==> config.mk <==
export PLATFORM = sky130hd
export DESIGN_NAME = mva_front_flat
export DESIGN_NICKNAME = d
export VERILOG_FILES = /design/src/mva_pkg.sv /design/src/mva_in_if.sv /design/src/mva_front.sv /design/src/flat_wrapper.sv
export SDC_FILE = /design/constraint.sdc
export NUM_CORES = 1
export LEC_CHECK = 0
export BUFFER_PORTS_ARGS = -buffer_cell sky130_fd_sc_hd__buf_2
export CORE_MARGIN = 2
export CORE_UTILIZATION = 46
export CTS_BUF_LIST = sky130_fd_sc_hd__clkbuf_8 sky130_fd_sc_hd__clkbuf_16
export CTS_CLUSTER_DIAMETER = 120
export DETAILED_ROUTE_END_ITERATION = 8
export PLACE_DENSITY = 0.75
export SLEW_MARGIN = 20
export SYNTH_ARGS = -nofsm -noshare
export SYNTH_HDL_FRONTEND = slang
export SYNTH_SLANG_ARGS = --single-unit
==> constraint.sdc <==
create_clock -name clk_i -period 2.09 [get_ports clk_i]
set_input_delay 0.3135 -clock clk_i [delete_from_list [all_inputs] [get_ports clk_i]]
set_output_delay 0.3135 -clock clk_i [all_outputs]
set_load 0.05 [all_outputs]
==> src/mva_pkg.sv <==
// Shared types, constants and the semitone table of the voice allocator.
// Used by every module of the block; depends on nothing.
package mva_pkg;

  localparam int VOICE_COUNT   = 6;
  localparam int MIDI_CHANNELS = 16;
  localparam int VOICE_W       = (VOICE_COUNT > 1) ? $clog2(VOICE_COUNT) : 1;
  localparam int MAX_RESULTS   = 12;
  localparam int WCNT_W        = $clog2(MAX_RESULTS + 1);

  localparam logic [1:0] ACT_NOTE_ON  = 2'd0;
  localparam logic [1:0] ACT_NOTE_OFF = 2'd1;
  localparam logic [1:0] ACT_BEND     = 2'd2;

  localparam logic [7:0]  FREE_MARK    = 8'h80;
  localparam logic [13:0] BEND_CENTER  = 14'h2000;
  localparam logic [3:0]  REG_VOL_BASE = 4'd8;
  // Reciprocal of 55 scaled by 2^27, rounded up; exact for dividends below 2^21.
  localparam logic [21:0] DIV55_RECIP  = 22'd2440323;

  typedef enum logic [1:0] {
    OP_ON,
    OP_OFF,
    OP_BEND
  } op_e;

  typedef struct packed {
    op_e         op;
    logic [3:0]  ch;
    logic [6:0]  note;
    logic [3:0]  vol;
    logic [13:0] bend;
  } cmd_t;

  typedef struct packed {
    logic        start;
    logic [6:0]  note;
    logic [13:0] bend;
  } per_req_t;

  typedef struct packed {
    logic        done;
    logic [15:0] period;
  } per_rsp_t;

  typedef enum logic [2:0] {
    B_IDLE,
    B_VOL,
    B_PSTART,
    B_PWAIT,
    B_LO,
    B_HI,
    B_SCAN
  } back_state_e;

  typedef enum logic [3:0] {
    P_IDLE,
    P_T,
    P_T2,
    P_T3,
    P_FINE,
    P_M,
    P_TOT,
    P_DIV,
    P_DONE
  } per_state_e;

  function automatic logic [17:0] semi_lut(logic [3:0] s);
    logic [17:0] r;
    case (s)
      4'd0:    r = 18'd131072;
      4'd1:    r = 18'd138866;
      4'd2:    r = 18'd147123;
      4'd3:    r = 18'd155872;
      4'd4:    r = 18'd165140;
      4'd5:    r = 18'd174960;
      4'd6:    r = 18'd185364;
      4'd7:    r = 18'd196386;
      4'd8:    r = 18'd208064;
      4'd9:    r = 18'd220436;
      4'd10:   r = 18'd233544;
      4'd11:   r = 18'd247431;
      default: r = 18'd131072;
    endcase
    return r;
  endfunction

  // Voice indexes stay below sixteen, so (v * 11) >> 5 equals v / 3.
  function automatic logic [3:0] div3(logic [3:0] v);
    logic [8:0] p;
    p = 9'(v) * 9'd11;
    return p[8:5];
  endfunction

endpackage

==> src/mva_in_if.sv <==
// Input event channel of the voice allocator.
// Depends on nothing.
interface mva_in_if;
  logic        valid;
  logic        ready;
  logic [1:0]  action;
  logic [3:0]  midi_channel;
  logic [6:0]  note;
  logic [6:0]  velocity;
  logic [13:0] bend_value;

  modport source(output valid, action, midi_channel, note, velocity, bend_value, input ready);
  modport sink(input valid, action, midi_channel, note, velocity, bend_value, output ready);
endinterface

==> src/mva_front.sv <==
// Front end: accepts events, classifies them and holds them in a two-entry queue.
// Depends on mva_pkg and mva_in_if.
module mva_front (
  input  logic         clk_i,
  input  logic         rst_ni,
  mva_in_if.sink       in_i,
  output logic         cmd_valid_o,
  output mva_pkg::cmd_t cmd_o,
  input  logic         cmd_pop_i
);

  mva_pkg::cmd_t fifo_q [2];
  mva_pkg::cmd_t fifo_d [2];
  logic       wr_q, wr_d, rd_q, rd_d;
  logic [1:0] cnt_q, cnt_d;
  logic       accept, push, pop;
  mva_pkg::cmd_t cls;

  assign in_i.ready  = (cnt_q != 2'd2);
  assign accept      = in_i.valid && in_i.ready;
  assign cmd_valid_o = (cnt_q != 2'd0);
  assign cmd_o       = fifo_q[rd_q];
  assign pop         = cmd_pop_i && cmd_valid_o;

  always_comb begin
    cls.ch   = in_i.midi_channel;
    cls.note = in_i.note;
    cls.vol  = in_i.velocity[6:3];
    cls.bend = in_i.bend_value;
    cls.op   = mva_pkg::OP_BEND;
    push     = accept;
    case (in_i.action)
      mva_pkg::ACT_NOTE_ON: begin
        cls.op = (in_i.velocity == 7'd0) ? mva_pkg::OP_OFF : mva_pkg::OP_ON;
      end
      mva_pkg::ACT_NOTE_OFF: cls.op = mva_pkg::OP_OFF;
      mva_pkg::ACT_BEND:     cls.op = mva_pkg::OP_BEND;
      default:               push = 1'b0;
    endcase
  end

  always_comb begin
    fifo_d = fifo_q;
    wr_d   = wr_q;
    rd_d   = rd_q;
    cnt_d  = cnt_q;
    if (push) begin
      fifo_d[wr_q] = cls;
      wr_d         = ~wr_q;
    end
    if (pop) begin
      rd_d = ~rd_q;
    end
    cnt_d = cnt_q + 2'(push) - 2'(pop);
  end

  always_ff @(posedge clk_i or negedge rst_ni) begin
    if (!rst_ni) begin
      wr_q  <= 1'b0;
      rd_q  <= 1'b0;
      cnt_q <= 2'd0;
    end else begin
      wr_q  <= wr_d;
      rd_q  <= rd_d;
      cnt_q <= cnt_d;
    end
  end

  always_ff @(posedge clk_i) begin
    fifo_q <= fifo_d;
  end

endmodule

==> src/flat_wrapper.sv <==
// flat-port wrapper written by rule: the top's interface ports become plain ports
module mva_front_flat 
  (clk_i, rst_ni, cmd_valid_o, cmd_o, cmd_pop_i, in_i_valid, in_i_action, in_i_midi_channel, in_i_note, in_i_velocity, in_i_bend_value, in_i_ready);
  mva_in_if in_i_i ();
  input  logic clk_i;
  input  logic rst_ni;
  output logic cmd_valid_o;
  output mva_pkg::cmd_t cmd_o;
  input  logic cmd_pop_i;
  input wire logic [$bits(in_i_i.valid)-1:0] in_i_valid;
  input wire logic [$bits(in_i_i.action)-1:0] in_i_action;
  input wire logic [$bits(in_i_i.midi_channel)-1:0] in_i_midi_channel;
  input wire logic [$bits(in_i_i.note)-1:0] in_i_note;
  input wire logic [$bits(in_i_i.velocity)-1:0] in_i_velocity;
  input wire logic [$bits(in_i_i.bend_value)-1:0] in_i_bend_value;
  output wire logic [$bits(in_i_i.ready)-1:0] in_i_ready;
  assign in_i_i.valid = in_i_valid;
  assign in_i_i.action = in_i_action;
  assign in_i_i.midi_channel = in_i_midi_channel;
  assign in_i_i.note = in_i_note;
  assign in_i_i.velocity = in_i_velocity;
  assign in_i_i.bend_value = in_i_bend_value;
  assign in_i_ready = in_i_i.ready;
  mva_front u_core (.clk_i(clk_i), .rst_ni(rst_ni), .in_i(in_i_i), .cmd_valid_o(cmd_valid_o), .cmd_o(cmd_o), .cmd_pop_i(cmd_pop_i));
endmodule
==> flow_summary_export.csv <==
group,metric,value,unit
outcome,status,"finished clean",
yosys,ys_seq_elements,66,
clocking,cts_tree,"yes",
drt,vias,1321,
yosys,syn_avg_cell_area,20.4,um^2
global_route,antenna_found_initial,0,
yosys,synthTopCellsByArea,"edfxtp_1 (75%), mux2_2 (13%), dfrtp_1 (4.0%), buf_6 (1.4%), mux2_4 (1.2%)",
power_and_ir_drop,power.share.clock,20.3,%
yosys,synth_top_area_share,74.7,%
clocking,cts_buffers,9,
timing,period_minus_slack,1.90,ns
power_and_ir_drop,switchingPower,1.94,mW
placed_design,place_congestion,0.691,
die,core,0.00517,mm^2
power_and_ir_drop,power_density,1530,mW/mm^2
clocking,cts.path.max_buffers,2,
timing,finalSetupViolations,0,
critical_path,startpoint_type,"flop",
finish,antenna_cells,0,
die,die_y,77.6,um
die,rows,26,
critical_path,path_max_fanout,23,
power_and_ir_drop,p_int,2.89,mW
global_route,grt_pass1_wl,6070,um
drt,drc,0,
timing,maxSlewHeadroom,79.2,%
timing,worst_slew_pin_slew,0.312,ns
min_path,holdPathEnd,"u_core.fifo_q[2]",
timing,skew,0.00546,ns
clocking,cts.clk_slew.worst_paths,0.07,ns
timing,drv_slew,0,
placed_design,dp_hpwl,2650,um
yosys,yosysTopAreaCell,"edfxtp_1",
global_route,grt-ovfl-total,0,
drt,drt-vias-per-instance,4.72,
finish,nNetsFinal,245,
clocking,worstSkewPairLatency,0.33,ns
critical_path,rrSetupSlack,0.42,ns
critical_path,worstPathCellList,"buf_4 > mux2_2 > buf_2",
power_and_ir_drop,p_sw_share,40.1,%
clocking,cts_sinks,66,
power_and_ir_drop,pwr-share-comb,42.2,%
critical_path,worst-setup-path-type,"reg -> out",
timing,period_share,90.9,%
power_and_ir_drop,ir_drop,0.823,mV
flow_run,cap_violations,0,
global_route,track_usage,13.9,%
min_path,holdCritPathClass,"in -> reg",
global_route,grt_pass1_vias,1302,
yosys,synth_area,0.00249,mm^2
yosys,synthCells,122,
drt,drt_iter0_markers,66,
yosys,synth-edff-count,62,
placed_design,io_buffers,70,
clocking,clockRootBuffer,"clkbuf_8",
drt,ant_nets,0,
yosys,synth_ff_type,"edfxtp_1",
critical_path,r2r.worst_path.cells,7,
clocking,htreeDepth,3,
finish,drive_gt1_share,59.0,%
yosys,ys_warn_count,0,
timing,rsz0062_at_grt,"false",
critical_path,r2r_end,"u_core.cnt_q[1]",
min_path,hold_path_depth,1,
drt,wl,3950,um
die,io_pins,71,
critical_path,slowest_stage,"mux2_2",
yosys,synth_seq_area_share,78.7,%
die,start_util,48.2,%
finish,syn2layout_area_growth,26.4,%
power_and_ir_drop,sequentialPowerShare,37.5,%
critical_path,cp.arrival,1.59,ns
timing,fin_tns_setup,0,ns
clocking,cts_resized,0,
yosys,ys_async_sr_fraction,6.06,%
power_and_ir_drop,p_leak,1.23,nW
critical_path,r2r-start,"u_core.cnt_q[1]",
critical_path,worstSetupEndpointType,"output pin",
power_and_ir_drop,p_total,4.83,mW
drt,wl_per_cell,14.1,um
yosys,synth_cell_types,21,
yosys,synth_fp_nets,162,
finish,utilization,60.9,%
die,dieWidth,77.6,um
min_path,hold_start,"in_i_bend_value[2]",
yosys,ys_top_cells_by_count,"edfxtp_1 (62), mux2_2 (29), dfrtp_1 (4)",
die,die_area,0.00602,mm^2
global_route,grt_max_degree,24,
critical_path,cpPeakStageDelay,0.38,ns
yosys,synth.most_common_cell,"edfxtp_1",
drt,drt_first_pass_iters,4,
timing,hold_viol_final,0,
critical_path,required,1.78,ns
timing,fmax,526,MHz
cell usage in the layout (no fill, tap or decap):
cell,Yosys,final
buf_2,0,70
edfxtp_1,62,62
mux2_2,29,29
clkbuf_8,0,9
inv_1,3,5
buf_4,0,5
dfrtp_1,4,4
xnor2_1,3,3
mux2_4,2,2
ha_1,2,2
clkinvlp_4,0,2
clkinv_2,0,2
nand2b_1,1,1
nand2_1,1,1
nand3_1,1,1
and2_2,0,1
nor2_4,0,1
or2_1,1,1
and2_4,1,1
nor4_1,1,1
nor3_1,1,1
a21oi_1,1,1
nor2_1,2,1
xor2_1,1,1
bufinv_16,0,1
dlygate4sd3_1,0,1
buf_12,0,1
logic make-up after synthesis:
| group | count (synthesis) | synth area share [%] |
|---|---|---|
| mux | 31 | 14.3 |
| flops | 66 | 78.7 |
| fa+ha+maj | 2 | 1.00 |
| compound gates | 1 | 0.201 |
| simple gates | 10 | 2.21 |
| xor+xnor | 4 | 1.41 |
| buf+inv | 8 | 2.16 |
cell type report:
cell class,instances,area [um^2]
Timing Repair Buffer,77,418
Clock inverter,7,62.6
Multi-Input combinational cell,48,485
Clock buffer,9,124
Fill cell,386,2020
Inverter,3,11.3
Sequential cell,66,1960
Tap cell,70,87.6
sequential cells by signal (all words and copies together), names as in the netlist:
register	flops
u_core.rd_q	1
u_core.cnt_q	2
u_core.wr_q	1
u_core.fifo_q	62
timing repair:
action                                 CTS  global route
buffers inserted                         0             0
endpoints found under the hold margin    4             0
setup endpoints to repair                0             0
hold buffers                             1             0
power by group through the flow:
stage	clock (mW)	combinational [mW]	sequential, mW
3_3_place_gp	0	2.05	1.83
2_1_floorplan	0	1.67	1.82
5_1_grt	1.07	2.15	1.83
3_5_place_dp	0	2.06	1.84
4_1_cts	1.01	2.07	1.81
6_report	0.980	2.04	1.81
critical path, delay by kind of cell (launching register included):
family / cells / cell delay (ns)
buffers and inverters: 2 / 0.52
muxes: 1 / 0.38
DFF: 1 / 0.35
layer usage:
layer  vias to the layer above  GRT usage [%]  share of wire [%]
li1                        633              -                  -
met1                       626           15.7                 40
met2                        53           23.6                 51
met3                         9           3.95                6.5
met4                         0           8.04                2.0
met5                         -              0                  0
worst max-delay path by stage:
stage	slack [ns]	to	start	cells after the start
floorplan	0.06	u_core.fifo_q[0]	u_core.cnt_q[1]	4
global placement	0.46	u_core.cnt_q[1]	u_core.cnt_q[1]	7
detailed placement	0.42	u_core.cnt_q[1]	u_core.cnt_q[1]	7
CTS	0.15	cmd_o[26]	u_core.rd_q	3
global route	0.11	cmd_o[26]	u_core.rd_q	3
finish	0.19	cmd_o[26]	u_core.rd_q	3
metrics by stage:
| step | worst slack (ns) | cells | hold WS, ns | area (um^2) |
|---|---|---|---|---|
| after detailed placement | 0.419 | 263 | 0.125 | 2950 |
| final | 0.189 | 280 | 0.172 | 3150 |
| after global placement | 0.458 | 263 | 0.127 | 2950 |
| after floorplan | 0.0581 | 122 | 0.0179 | 2500 |
| after global routing | 0.107 | 280 | 0.157 | 3150 |
| after CTS | 0.147 | 280 | 0.156 | 3150 |
(Power assumes the default switching activity.)
