--- src/mva_pkg.sv ---
// Shared types, constants and the semitone table of the voice allocator.
// Used by every module of the block; depends on nothing.
package mva_pkg;

  localparam int VOICE_COUNT   = 6;
  localparam int MIDI_CHANNELS = 16;
  localparam int VOICE_W       = (VOICE_COUNT > 1) ? $clog2(VOICE_COUNT) : 1;
  localparam int MAX_RESULTS   = 12;
  localparam int WCNT_W        = $clog2(MAX_RESULTS + 1);

  localparam logic [1:0] ACT_NOTE_ON  = 2'd0;
  localparam logic [1:0] ACT_NOTE_OFF = 2'd1;
  localparam logic [1:0] ACT_BEND     = 2'd2;

  localparam logic [7:0]  FREE_MARK    = 8'h80;
  localparam logic [13:0] BEND_CENTER  = 14'h2000;
  localparam logic [3:0]  REG_VOL_BASE = 4'd8;
  // Reciprocal of 55 scaled by 2^27, rounded up; exact for dividends below 2^21.
  localparam logic [21:0] DIV55_RECIP  = 22'd2440323;

  typedef enum logic [1:0] {
    OP_ON,
    OP_OFF,
    OP_BEND
  } op_e;

  typedef struct packed {
    op_e         op;
    logic [3:0]  ch;
    logic [6:0]  note;
    logic [3:0]  vol;
    logic [13:0] bend;
  } cmd_t;

  typedef struct packed {
    logic        start;
    logic [6:0]  note;
    logic [13:0] bend;
  } per_req_t;

  typedef struct packed {
    logic        done;
    logic [15:0] period;
  } per_rsp_t;

  typedef enum logic [2:0] {
    B_IDLE,
    B_VOL,
    B_PSTART,
    B_PWAIT,
    B_LO,
    B_HI,
    B_SCAN
  } back_state_e;

  typedef enum logic [3:0] {
    P_IDLE,
    P_T,
    P_T2,
    P_T3,
    P_FINE,
    P_M,
    P_TOT,
    P_DIV,
    P_DONE
  } per_state_e;

  function automatic logic [17:0] semi_lut(logic [3:0] s);
    logic [17:0] r;
    case (s)
      4'd0:    r = 18'd131072;
      4'd1:    r = 18'd138866;
      4'd2:    r = 18'd147123;
      4'd3:    r = 18'd155872;
      4'd4:    r = 18'd165140;
      4'd5:    r = 18'd174960;
      4'd6:    r = 18'd185364;
      4'd7:    r = 18'd196386;
      4'd8:    r = 18'd208064;
      4'd9:    r = 18'd220436;
      4'd10:   r = 18'd233544;
      4'd11:   r = 18'd247431;
      default: r = 18'd131072;
    endcase
    return r;
  endfunction

  // Voice indexes stay below sixteen, so (v * 11) >> 5 equals v / 3.
  function automatic logic [3:0] div3(logic [3:0] v);
    logic [8:0] p;
    p = 9'(v) * 9'd11;
    return p[8:5];
  endfunction

endpackage

--- src/mva_out_if.sv ---
// Register write channel of the voice allocator.
// Depends on nothing.
interface mva_out_if;
  logic       valid;
  logic       ready;
  logic       chip_select;
  logic [3:0] reg_address;
  logic [7:0] reg_data;
  logic       last;

  modport source(output valid, chip_select, reg_address, reg_data, last, input ready);
  modport sink(input valid, chip_select, reg_address, reg_data, last, output ready);
endinterface

--- src/mva_cfg_if.sv ---
// Configuration write channel of the voice allocator.
// Depends on nothing.
interface mva_cfg_if;
  logic valid;
  logic ready;
  logic alloc_mode;

  modport source(output valid, alloc_mode, input ready);
  modport sink(input valid, alloc_mode, output ready);
endinterface

--- src/mva_back.sv ---
// Back end: voice state, allocation and stealing, and the register write sequencer.
// Depends on mva_pkg, mva_cfg_if and mva_out_if.
module mva_back (
  input  logic              clk_i,
  input  logic              rst_ni,
  mva_cfg_if.sink           cfg_i,
  mva_out_if.source         out_o,
  input  logic              cmd_valid_i,
  input  mva_pkg::cmd_t     cmd_i,
  output logic              cmd_pop_o,
  output mva_pkg::per_req_t per_req_o,
  input  mva_pkg::per_rsp_t per_rsp_i
);

  localparam int VC = mva_pkg::VOICE_COUNT;
  localparam int VW = mva_pkg::VOICE_W;
  localparam int WW = mva_pkg::WCNT_W;

  mva_pkg::back_state_e state_q, state_d;
  logic        mode_q;
  logic [7:0]  vnote_q [VC];
  logic [7:0]  vnote_d [VC];
  logic [3:0]  vch_q [VC];
  logic [3:0]  vch_d [VC];
  logic [7:0]  vorder_q [VC];
  logic [7:0]  vorder_d [VC];
  logic [13:0] cbend_q [mva_pkg::MIDI_CHANNELS];
  logic [13:0] cbend_d [mva_pkg::MIDI_CHANNELS];
  logic [7:0]  pc_q, pc_d;
  logic [VW-1:0] voice_q, voice_d;
  logic [6:0]  note_q, note_d;
  logic [13:0] bend_q, bend_d;
  logic [3:0]  vol_q, vol_d;
  logic        is_on_q, is_on_d, is_bend_q, is_bend_d, final_q, final_d;
  logic [VC-1:0] mask_q, mask_d;
  logic [WW-1:0] wcnt_q, wcnt_d;
  logic [15:0] per_q, per_d;
  logic        ov_q, ov_d;
  logic        cs_q, cs_d, last_q, last_d;
  logic [3:0]  addr_q, addr_d;
  logic [7:0]  data_q, data_d;

  logic          emit_ok, room, at_last, ring, ch_ok;
  logic          free_hit, steal_hit, off_hit, on_hit, off_any;
  logic [VW-1:0] free_idx, steal_idx, off_idx, on_idx, off_sel, scan_idx;
  logic [VC-1:0] bmask, mask_rest;
  logic [7:0]    best, age;
  logic [3:0]    vdiv, vmod;
  logic [13:0]   new_bend;

  assign cfg_i.ready = 1'b1;
  assign out_o.valid = ov_q;
  assign out_o.chip_select = cs_q;
  assign out_o.reg_address = addr_q;
  assign out_o.reg_data = data_q;
  assign out_o.last = last_q;
  assign emit_ok = !ov_q || out_o.ready;
  assign room = (wcnt_q < WW'(mva_pkg::MAX_RESULTS));
  assign at_last = (wcnt_q == WW'(mva_pkg::MAX_RESULTS - 1));
  assign ring = !mode_q;
  assign ch_ok = (int'(cmd_i.ch) < VC);
  assign vdiv = mva_pkg::div3(4'(voice_q));
  assign vmod = 4'(voice_q) - 4'(vdiv * 4'd3);
  assign new_bend = cmd_i.bend - mva_pkg::BEND_CENTER;

  always_comb begin
    free_hit = 1'b0; free_idx = '0;
    off_hit = 1'b0; off_idx = '0;
    steal_hit = 1'b0; steal_idx = '0; best = 8'hFF;
    scan_idx = '0;
    age = 8'd0;
    for (int i = VC - 1; i >= 0; i--) begin
      if (vnote_q[i][7]) begin
        free_hit = 1'b1;
        free_idx = VW'(i);
      end
      if (vnote_q[i] == {1'b0, cmd_i.note}) begin
        off_hit = 1'b1;
        off_idx = VW'(i);
      end
      if (mask_q[i]) scan_idx = VW'(i);
    end
    for (int i = 0; i < VC; i++) begin
      age = vorder_q[i] - pc_q - 8'd1;
      if (vorder_q[i] != pc_q && (!steal_hit || age < best)) begin
        steal_hit = 1'b1;
        steal_idx = VW'(i);
        best = age;
      end
      bmask[i] = (vch_q[i] == cmd_i.ch) && !vnote_q[i][7];
    end
    mask_rest = mask_q & ~(VC'(1) << scan_idx);
    on_hit  = ring ? (free_hit || steal_hit) : ch_ok;
    on_idx  = ring ? (free_hit ? free_idx : steal_idx) : VW'(cmd_i.ch);
    off_any = ring ? off_hit : ch_ok;
    off_sel = ring ? off_idx : VW'(cmd_i.ch);
  end

  always_comb begin
    state_d = state_q;
    unique case (state_q)
      mva_pkg::B_IDLE: begin
        if (cmd_valid_i) begin
          case (cmd_i.op)
            mva_pkg::OP_ON:  if (on_hit) state_d = mva_pkg::B_VOL;
            mva_pkg::OP_OFF: if (off_any) state_d = mva_pkg::B_VOL;
            default:         state_d = mva_pkg::B_SCAN;
          endcase
        end
      end
      mva_pkg::B_VOL: begin
        if (emit_ok) state_d = is_on_q ? mva_pkg::B_PSTART : mva_pkg::B_IDLE;
      end
      mva_pkg::B_PSTART: state_d = mva_pkg::B_PWAIT;
      mva_pkg::B_PWAIT:  if (per_rsp_i.done) state_d = mva_pkg::B_LO;
      mva_pkg::B_LO:     if (emit_ok) state_d = mva_pkg::B_HI;
      mva_pkg::B_HI: begin
        if (emit_ok) state_d = is_bend_q ? mva_pkg::B_SCAN : mva_pkg::B_IDLE;
      end
      mva_pkg::B_SCAN: begin
        state_d = (mask_q == '0) ? mva_pkg::B_IDLE : mva_pkg::B_PSTART;
      end
      default: state_d = mva_pkg::B_IDLE;
    endcase
  end

  always_comb begin
    vnote_d = vnote_q; vch_d = vch_q; vorder_d = vorder_q; cbend_d = cbend_q;
    pc_d = pc_q; voice_d = voice_q; note_d = note_q; bend_d = bend_q;
    vol_d = vol_q; is_on_d = is_on_q; is_bend_d = is_bend_q; final_d = final_q;
    mask_d = mask_q; wcnt_d = wcnt_q; per_d = per_q;
    cs_d = cs_q; addr_d = addr_q; data_d = data_q; last_d = last_q;
    ov_d = ov_q && !out_o.ready;
    cmd_pop_o = 1'b0;
    per_req_o.start = 1'b0;
    per_req_o.note = note_q;
    per_req_o.bend = bend_q;
    unique case (state_q)
      mva_pkg::B_IDLE: begin
        if (cmd_valid_i) begin
          cmd_pop_o = 1'b1;
          wcnt_d = '0;
          case (cmd_i.op)
            mva_pkg::OP_ON: begin
              is_on_d = 1'b1; is_bend_d = 1'b0; final_d = 1'b1;
              if (on_hit) begin
                voice_d = on_idx;
                note_d = cmd_i.note;
                bend_d = cbend_q[cmd_i.ch];
                vol_d = cmd_i.vol;
                vnote_d[on_idx] = {1'b0, cmd_i.note};
                vch_d[on_idx] = cmd_i.ch;
                vorder_d[on_idx] = pc_q;
                pc_d = pc_q + 8'd1;
              end
            end
            mva_pkg::OP_OFF: begin
              is_on_d = 1'b0; is_bend_d = 1'b0;
              if (off_any) begin
                voice_d = off_sel;
                vol_d = 4'd0;
                vnote_d[off_sel] = mva_pkg::FREE_MARK;
              end
            end
            default: begin
              is_on_d = 1'b0; is_bend_d = 1'b1;
              cbend_d[cmd_i.ch] = new_bend;
              bend_d = new_bend;
              mask_d = bmask;
            end
          endcase
        end
      end
      mva_pkg::B_VOL: begin
        if (emit_ok && room) begin
          ov_d = 1'b1;
          cs_d = vdiv[0];
          addr_d = mva_pkg::REG_VOL_BASE + vmod;
          data_d = {4'd0, vol_q};
          last_d = !is_on_q || at_last;
          wcnt_d = wcnt_q + WW'(1);
        end
      end
      mva_pkg::B_PSTART: per_req_o.start = 1'b1;
      mva_pkg::B_PWAIT:  if (per_rsp_i.done) per_d = per_rsp_i.period;
      mva_pkg::B_LO: begin
        if (emit_ok && room) begin
          ov_d = 1'b1;
          cs_d = vdiv[0];
          addr_d = {vmod[2:0], 1'b0};
          data_d = per_q[7:0];
          last_d = at_last;
          wcnt_d = wcnt_q + WW'(1);
        end
      end
      mva_pkg::B_HI: begin
        if (emit_ok && room) begin
          ov_d = 1'b1;
          cs_d = vdiv[0];
          addr_d = {vmod[2:0], 1'b1};
          data_d = per_q[15:8];
          last_d = final_q || at_last;
          wcnt_d = wcnt_q + WW'(1);
        end
      end
      mva_pkg::B_SCAN: begin
        if (mask_q != '0) begin
          voice_d = scan_idx;
          note_d = vnote_q[scan_idx][6:0];
          mask_d = mask_rest;
          final_d = (mask_rest == '0);
        end
      end
      default: ;
    endcase
  end

  always_ff @(posedge clk_i or negedge rst_ni) begin
    if (!rst_ni) begin
      state_q <= mva_pkg::B_IDLE;
      mode_q <= 1'b0;
      ov_q <= 1'b0;
      pc_q <= 8'd0;
      for (int i = 0; i < VC; i++) begin
        vnote_q[i] <= mva_pkg::FREE_MARK;
        vch_q[i] <= 4'd0;
        vorder_q[i] <= 8'd0;
      end
      for (int i = 0; i < mva_pkg::MIDI_CHANNELS; i++) begin
        cbend_q[i] <= 14'd0;
      end
    end else begin
      state_q <= state_d;
      if (cfg_i.valid) mode_q <= cfg_i.alloc_mode;
      ov_q <= ov_d;
      pc_q <= pc_d;
      vnote_q <= vnote_d;
      vch_q <= vch_d;
      vorder_q <= vorder_d;
      cbend_q <= cbend_d;
    end
  end

  always_ff @(posedge clk_i) begin
    voice_q <= voice_d; note_q <= note_d; bend_q <= bend_d; vol_q <= vol_d;
    is_on_q <= is_on_d; is_bend_q <= is_bend_d; final_q <= final_d;
    mask_q <= mask_d; wcnt_q <= wcnt_d; per_q <= per_d;
    cs_q <= cs_d; addr_q <= addr_d; data_q <= data_d; last_q <= last_d;
  end

endmodule

--- src/flat_wrapper.sv ---
// flat-port wrapper written by rule: the top's interface ports become plain ports
module mva_back_flat 
  (clk_i, rst_ni, cmd_valid_i, cmd_i, cmd_pop_o, per_req_o, per_rsp_i, cfg_i_valid, cfg_i_alloc_mode, cfg_i_ready, out_o_valid, out_o_chip_select, out_o_reg_address, out_o_reg_data, out_o_last, out_o_ready);
  mva_cfg_if cfg_i_i ();
  mva_out_if out_o_i ();
  input  logic clk_i;
  input  logic rst_ni;
  input  logic cmd_valid_i;
  input  mva_pkg::cmd_t cmd_i;
  output logic cmd_pop_o;
  output mva_pkg::per_req_t per_req_o;
  input  mva_pkg::per_rsp_t per_rsp_i;
  input wire logic [$bits(cfg_i_i.valid)-1:0] cfg_i_valid;
  input wire logic [$bits(cfg_i_i.alloc_mode)-1:0] cfg_i_alloc_mode;
  output wire logic [$bits(cfg_i_i.ready)-1:0] cfg_i_ready;
  output wire logic [$bits(out_o_i.valid)-1:0] out_o_valid;
  output wire logic [$bits(out_o_i.chip_select)-1:0] out_o_chip_select;
  output wire logic [$bits(out_o_i.reg_address)-1:0] out_o_reg_address;
  output wire logic [$bits(out_o_i.reg_data)-1:0] out_o_reg_data;
  output wire logic [$bits(out_o_i.last)-1:0] out_o_last;
  input wire logic [$bits(out_o_i.ready)-1:0] out_o_ready;
  assign cfg_i_i.valid = cfg_i_valid;
  assign cfg_i_i.alloc_mode = cfg_i_alloc_mode;
  assign cfg_i_ready = cfg_i_i.ready;
  assign out_o_valid = out_o_i.valid;
  assign out_o_chip_select = out_o_i.chip_select;
  assign out_o_reg_address = out_o_i.reg_address;
  assign out_o_reg_data = out_o_i.reg_data;
  assign out_o_last = out_o_i.last;
  assign out_o_i.ready = out_o_ready;
  mva_back u_core (.clk_i(clk_i), .rst_ni(rst_ni), .cfg_i(cfg_i_i), .out_o(out_o_i), .cmd_valid_i(cmd_valid_i), .cmd_i(cmd_i), .cmd_pop_o(cmd_pop_o), .per_req_o(per_req_o), .per_rsp_i(per_rsp_i));
endmodule
--- config.mk ---
export PLATFORM = sky130hd
export DESIGN_NAME = mva_back_flat
export DESIGN_NICKNAME = d
export VERILOG_FILES = /design/src/mva_pkg.sv /design/src/mva_out_if.sv /design/src/mva_cfg_if.sv /design/src/mva_back.sv /design/src/flat_wrapper.sv
export SDC_FILE = /design/constraint.sdc
export NUM_CORES = 1
export LEC_CHECK = 0
export BUFFER_PORTS_ARGS = -buffer_cell sky130_fd_sc_hd__clkbuf_2
export CAP_MARGIN = 20
export CORE_MARGIN = 2
export CORE_UTILIZATION = 35
export CTS_CLUSTER_SIZE = 24
export DETAILED_ROUTE_END_ITERATION = 10
export GPL_ROUTABILITY_DRIVEN = 0
export PLACE_DENSITY_LB_ADDON = 0.1
export REMOVE_ABC_BUFFERS = 1
export SLEW_MARGIN = 5
export SYNTH_ARGS = -nofsm -noshare
export SYNTH_HDL_FRONTEND = slang
export SYNTH_SLANG_ARGS = --single-unit
--- constraint.sdc ---
create_clock -name clk_i -period 32.7 [get_ports clk_i]
set_input_delay 1.635 -clock clk_i [delete_from_list [all_inputs] [get_ports clk_i]]
set_output_delay 1.635 -clock clk_i [all_outputs]
set_load 0.02 [all_outputs]
==> results of run 1 <==
[through the flow]
stage / util / setup slack, ns
after floorplan: - / 18.84
after global placement: 0.375 / 18.61
after detailed placement: 0.375 / 18.25
after CTS: 0.400 / 18.18
after global routing: 0.400 / 16.74
final: 0.400 / 18.00
[sequential cells by signal, indices dropped and copies added (netlist names), 4 cells and up, named ones only]
register               count
u_core.wcnt_q              4
u_core.mask_q              6
u_core.out_o.reg_data      8
u_core.bend_q             14
u_core.pc_q                8
u_core.per_q              16
u_core.vol_q               4
u_core.vch_q              24
u_core.vnote_q            48
u_core.note_q              7
u_core.vorder_q           48
u_core.cbend_q           224
[layout make-up]
cell class                      instances  area [um^2]  share of cell area
Tap cell                              864         1080              0.0412
Multi-Input combinational cell       1272        11400               0.434
Clock inverter                         16          171             0.00653
Sequential cell                       428        11100               0.422
Timing Repair Buffer                  130          767              0.0292
Clock buffer                           76         1480              0.0563
Inverter                               79          297              0.0113
[worst max-delay path: cells and delay by family, from the launching register on]
kind	cells	cell delay, ns
adder cells (fa/ha/maj)	6	1.98
multiplexers	2	0.70
buffers and inverters	5	1.13
AND/OR/NAND/NOR	7	2.57
XOR/XNOR	1	0.18
flip-flops	1	0.63
AO/OA/AOI/OAI	38	7.34
[placed cells by master, fill, tap and decap left out, types with 15 or more instances in the layout]
master     count
inv_1         79
o21ai_0       69
mux2_2       270
nand2_1       77
buf_4         40
nand4_1       20
a21oi_1       76
nand3_1       31
dfrtp_1      351
mux4_2        70
edfxtp_1      71
ha_1          86
clkbuf_16     50
xnor2_1       59
mux2i_1       57
o21bai_1      18
nor2_1        90
a21o_1        26
mux2_1        37
nor4_1        15
clkbuf_2      88
nor2b_1       19
nor3_1        23
xor2_1        64
[cell families after synthesis]
family | count (synthesis)
other | 1
XOR/XNOR | 123
buffers and inverters | 194
AO/OA/AOI/OAI | 276
flip-flops | 428
adder cells (fa/ha/maj) | 92
multiplexers | 434
AND/OR/NAND/NOR | 346
[cells in the mapped netlist (18+ instances only)]
| cell type | number |
|---|---|
| o21bai_1 | 18 |
| nand2_1 | 77 |
| dfrtp_1 | 351 |
| a21oi_1 | 76 |
| mux2_2 | 270 |
| edfxtp_1 | 71 |
| nor4_1 | 18 |
| nor3_1 | 26 |
| o21ai_0 | 69 |
| ha_1 | 86 |
| mux2_1 | 37 |
| clkbuf_1 | 85 |
| mux4_2 | 70 |
| nand4_1 | 20 |
| nor2_1 | 100 |
| nand3_1 | 31 |
| inv_1 | 79 |
| xnor2_1 | 59 |
| xor2_1 | 64 |
| nor2b_1 | 19 |
| mux2i_1 | 57 |
| a21o_1 | 26 |
[routing by layer]
metal / GRT usage / share of wire
met5: 0 / 0.00012
met3: 0.0326 / 0.045
met2: 0.303 / 0.46
met1: 0.274 / 0.47
met4: 0.0396 / 0.017
[final timing paths]
kind / from / to / slack, ns / cells past startpoint
min in group asynchronous: rst_ni / u_core.vorder_q[46]$_DFFE_PN0P_ / 1.02 / 1
setup reg to reg: u_core.pc_q[1]$_DFFE_PN0P_ / u_core.vorder_q[30]$_DFFE_PN0P_ / 18.00 / 59
hold reg to reg: u_core.cbend_q[55]$_DFFE_PN0P_ / u_core.cbend_q[55]$_DFFE_PN0P_ / 0.48 / 2
setup / recovery: u_core.pc_q[1]$_DFFE_PN0P_ / u_core.vorder_q[30]$_DFFE_PN0P_ / 18.00 / 59
max in group asynchronous: rst_ni / u_core.vnote_q[10]$_DFFE_PN0P_ / 29.24 / 3
hold / removal: u_core.cbend_q[55]$_DFFE_PN0P_ / u_core.cbend_q[55]$_DFFE_PN0P_ / 0.48 / 2
==> impl_metrics.json, run 1 <==
{
  "io_buffers": 91,
  "synth_simple_gate_area_frac": 0.0722,
  "viasPerCell": 5.32,
  "holdWs_ns": 0.484,
  "rsz0062_at_grt": "no",
  "synth_compound_area_frac": 0.0763,
  "yosys.area.top_type": "dfrtp_1",
  "synth_fa_ha_area_frac": 0.0517,
  "synth_top_area_frac": 0.379,
  "firstDrtPassIters": 5,
  "cp_common_cell": "a21oi_1",
  "crit_slowest_cell": "nor4_2",
  "fmax_mhz": 68.0,
  "antenna_left": 0,
  "ys_seq_elements": 428,
  "grt_max_degree": 88,
  "slowest_delay_ns": 0.94,
  "cp.required_ns": 33.17,
  "grt_first_pass_wirelength_um": 98600,
  "post_drt_wl_per_cell_um": 22.4,
  "placedCellCount": 2773,
  "grt_usage": 0.191,
  "finalSetupTns_ns": 0,
  "slew_viol_final": 0,
  "synth.area.top_cells": "dfrtp_1 (38%), mux2_2 (13%), edfxtp_1 (9.2%)",
  "drtIter0Drc": 892,
  "drive_gt1_frac": 0.291,
  "setup-violations-final": 0,
  "status": "finished clean",
  "initial_core_util": 0.353,
  "synth-xor-area-share": 0.0465,
  "crit_type": "reg2reg",
  "drt_wl_total_um": 64100,
  "yosysWarnings": 0,
  "cts_root_buffer": "clkbuf_16",
  "final_cells": 2865,
  "setup.worst_path.start_class": "flip-flop",
  "grt_pass1_vias": 15700,
  "hold_buffers": 0,
  "cts.reportedPaths.clkPinSlew_ns": 0.06,
  "placed_cell_area_mm2": 0.0246,
  "worst_pin_slew_ns": 1.05,
  "syn_area_mm2": 0.0231,
  "post_cts_buffers": 0,
  "fin_crit_sh": 0.450,
  "tritoncts": "done",
  "h-tree-depth": 2,
  "dieWidth_um": 261,
  "fillCellCount": 6286,
  "synth_edf_count": 71,
  "coreArea_mm2": 0.0656,
  "cts_buffer_depth": 3,
  "cts-buffers-inserted": 50,
  "ys_types": 72,
  "synth-main-ff-cell": "dfrtp_1",
  "hp-class": "reg2reg",
  "async_reset_ff_frac": 0.834,
  "grt_overflow": 0,
  "max_cap_viol_count": 0,
  "skew_ns": 0.0280,
  "clock_latency_ns": 0.61,
  "area_growth_pct": 13.4,
  "syn-instance-count": 1894,
  "via_count": 15300,
  "ioPinCount": 93,
  "synth_top_family_by_area": "multiplexers",
  "die_area_mm2": 0.0682,
  "postSynthAreaPerCell_um2": 12.2,
  "fp.dieH_um": 261,
  "antenna_found_initial": 2,
  "fin_area_mm2": 0.0263,
  "period_needed_ns": 14.70,
  "nets": 2107,
  "antenna_cells": 0,
  "arrival_ns": 15.17,
  "cts_sinks": 428,
  "worst-path-max-fanout": 18,
  "hold_viol": 0,
  "row_count": 94,
  "post_cts_resized": 0,
  "slew_headroom": 0.293,
  "hpwl_um": 43300,
  "endpoint_kind": "flip-flop",
  "muxShareOfSynthArea": 0.242,
  "drc": 0,
  "yosysSeqAreaShare": 0.478
}
Power of run 1 is not shown: default switching activity piles up to over one toggle a cycle in this logic, so the estimate is an artifact.
==> run 2, diff against run 1 <==
==> constraint.sdc (replaced) <==
create_clock -name clk_i -period 12.02 [get_ports clk_i]
set_input_delay 0.601 -clock clk_i [delete_from_list [all_inputs] [get_ports clk_i]]
set_output_delay 0.601 -clock clk_i [all_outputs]
set_load 0.02 [all_outputs]
==> run 2 against run 1 <==
  * Die area unchanged
  * Highest routed layer is now met4
  * Cell area is 2.4% higher
  * Hold slack got worse by 0.38 ns
  * Sequential share of layout area shrank 0.99 points
  * Non-clock buffer count up 51
  * Wire length grew 1.1%
  * Via count rose by 1.6%
  * Cell count is 1.8% higher
  * Register-to-register slack got worse by 18 ns
==> impl_metrics.json, run 2 (synthesized netlist as in run 1, its figures left out) <==
{
  "cts_sinks": 428,
  "worst-path-max-fanout": 13,
  "top_regs": "u_core.cbend_q: 224 flops, u_core.vnote_q: 48 flops, u_core.vorder_q: 48 flops",
  "grt_usage": 0.188,
  "arrival_ns": 12.04,
  "finalSetupTns_ns": 0,
  "firstDrtPassIters": 5,
  "ff_latch_area_mm2": 0.0111,
  "setup-violations-final": 0,
  "skew_ns": 0.0291,
  "most-common-layout-cells": "dfrtp_1 (351), mux2_2 (270), nor2_1 (89), clkbuf_2 (88), ha_1 (86)",
  "grt_pass1_vias": 15700,
  "slew_viol_final": 0,
  "hold_buffers": 0,
  "placed_cell_area_mm2": 0.0248,
  "hp-class": "in2async",
  "fin_crit_sh": 0.962,
  "cp_common_cell": "a21o_1",
  "fmax_mhz": 86.4,
  "tritoncts": "done",
  "setup.worst_path.start_class": "flip-flop",
  "critical_path.startpoint": "u_core.pc_q[1]$_DFFE_PN0P_",
  "r2r_start": "u_core.pc_q[1]$_DFFE_PN0P_",
  "die_area_mm2": 0.0682,
  "drive_gt1_frac": 0.320,
  "cts_root_buffer": "clkbuf_16",
  "cts.reportedPaths.clkPinSlew_ns": 0.06,
  "fillCellCount": 6279,
  "placedCellCount": 2802,
  "fp.dieH_um": 261,
  "worst_pin_slew_ns": 1.11,
  "largest_register": "u_core.cbend_q",
  "hpwl_um": 43400,
  "mostFrequentLayoutCell": "dfrtp_1",
  "row_count": 94,
  "ioPinCount": 93,
  "io_buffers": 91,
  "area_growth_pct": 16.1,
  "dieWidth_um": 261,
  "slowest_delay_ns": 0.47,
  "crit_buf_inv": 8,
  "antenna_found_initial": 2,
  "period_needed_ns": 11.57,
  "crit_type": "reg2reg",
  "grt_first_pass_wirelength_um": 97200,
  "antenna_left": 0,
  "via_count": 15500,
  "crit_family": "compound AO/OA/AOI/OAI gates",
  "drtIter0Drc": 916,
  "coreArea_mm2": 0.0656,
  "clock_latency_ns": 0.60,
  "drt_wl_total_um": 64800,
  "hold_viol": 0,
  "post_drt_wl_per_cell_um": 22.2,
  "status": "finished clean",
  "endpoint_kind": "flip-flop",
  "multi_input_area_mm2": 0.0115,
  "grt_max_degree": 118,
  "final_cells": 2917,
  "max_cap_viol_count": 0,
  "cts-buffers-inserted": 49,
  "initial_core_util": 0.353,
  "holdWs_ns": 0.107,
  "largest_reg_flops": 224,
  "h-tree-depth": 2,
  "cp.required_ns": 12.49,
  "grt_overflow": 0,
  "nets": 2157,
  "viasPerCell": 5.31,
  "fin_area_mm2": 0.0269,
  "slew_headroom": 0.263,
  "drc": 0,
  "crit_slowest_cell": "o2111ai_1",
  "cts_buffer_depth": 3
}
run 2: changes by cell type in the layout (fill, tap and decap cells not counted), moves of 4 or more:
cell | previous run | this run
buf_6 | 1 | 6
buf_4 | 40 | 79
a21oi_1 | 76 | 69
o21ai_0 | 69 | 65
a21oi_2 | 0 | 7
run 2: path summary, 6_finish.rpt:
kind,to,slack [ns],cells after the start
worst max-delay path,u_core.vch_q[3]$_DFFE_PN0P_,0.45,63
worst min-delay path,u_core.vorder_q[41]$_DFFE_PN0P_,0.11,1
worst max register to register,u_core.vch_q[3]$_DFFE_PN0P_,0.45,63
worst min register to register,u_core.cbend_q[223]$_DFFE_PN0P_,0.48,2
max in group asynchronous,u_core.cbend_q[159]$_DFFE_PN0P_,9.59,3
min in group clk_i,u_core.per_q[13]$_DFFE_PP_,0.18,1
run 2: layout make-up:
cell class	count	area share
repair buffers	181	0.0457
clock buffers	70	0.0526
clock inverters	21	0.0101
multi-input cells	1272	0.428
diodes	2	0.000186
flip-flops and latches	428	0.412
inverters	79	0.0110
well taps	864	0.0402
run 2: metrics by stage:
| stage | util | setup WS (ns) |
|---|---|---|
| final | 0.410 | 0.452 |
| after global routing | 0.410 | -0.179 |
| after floorplan | - | -1.84 |
| after CTS | 0.404 | 0.00974 |
| after global placement | 0.378 | 0.170 |
| after detailed placement | 0.378 | -0.157 |
run 2: worst reg2reg max path, delay by kind of cell (launching register included):
kind / cells / cell delay [ns]
AO/OA/AOI/OAI: 33 / 5.58
AND/OR/NAND/NOR: 14 / 2.16
adder cells (fa/ha/maj): 6 / 1.67
buffers and inverters: 8 / 1.15
flip-flops: 1 / 0.38
multiplexers: 1 / 0.33
XOR/XNOR: 1 / 0.16
run 2: what timing repair did:
action                                  4_1_cts  5_1_grt
gates resized for setup                       1       44
pin swaps                                     0        6
cloned                                        0        3
buffers inserted                              1       17
endpoints found under the setup margin       22      123
run 2: per-layer routing:
layer,vias up,track usage,share of wire
li1,7108,-,-
met1,7996,0.258,0.46
met2,296,0.314,0.48
met3,90,0.0248,0.035
met4,0,0.0494,0.021
met5,-,0,0
Power of run 2 is left out for the same reason.
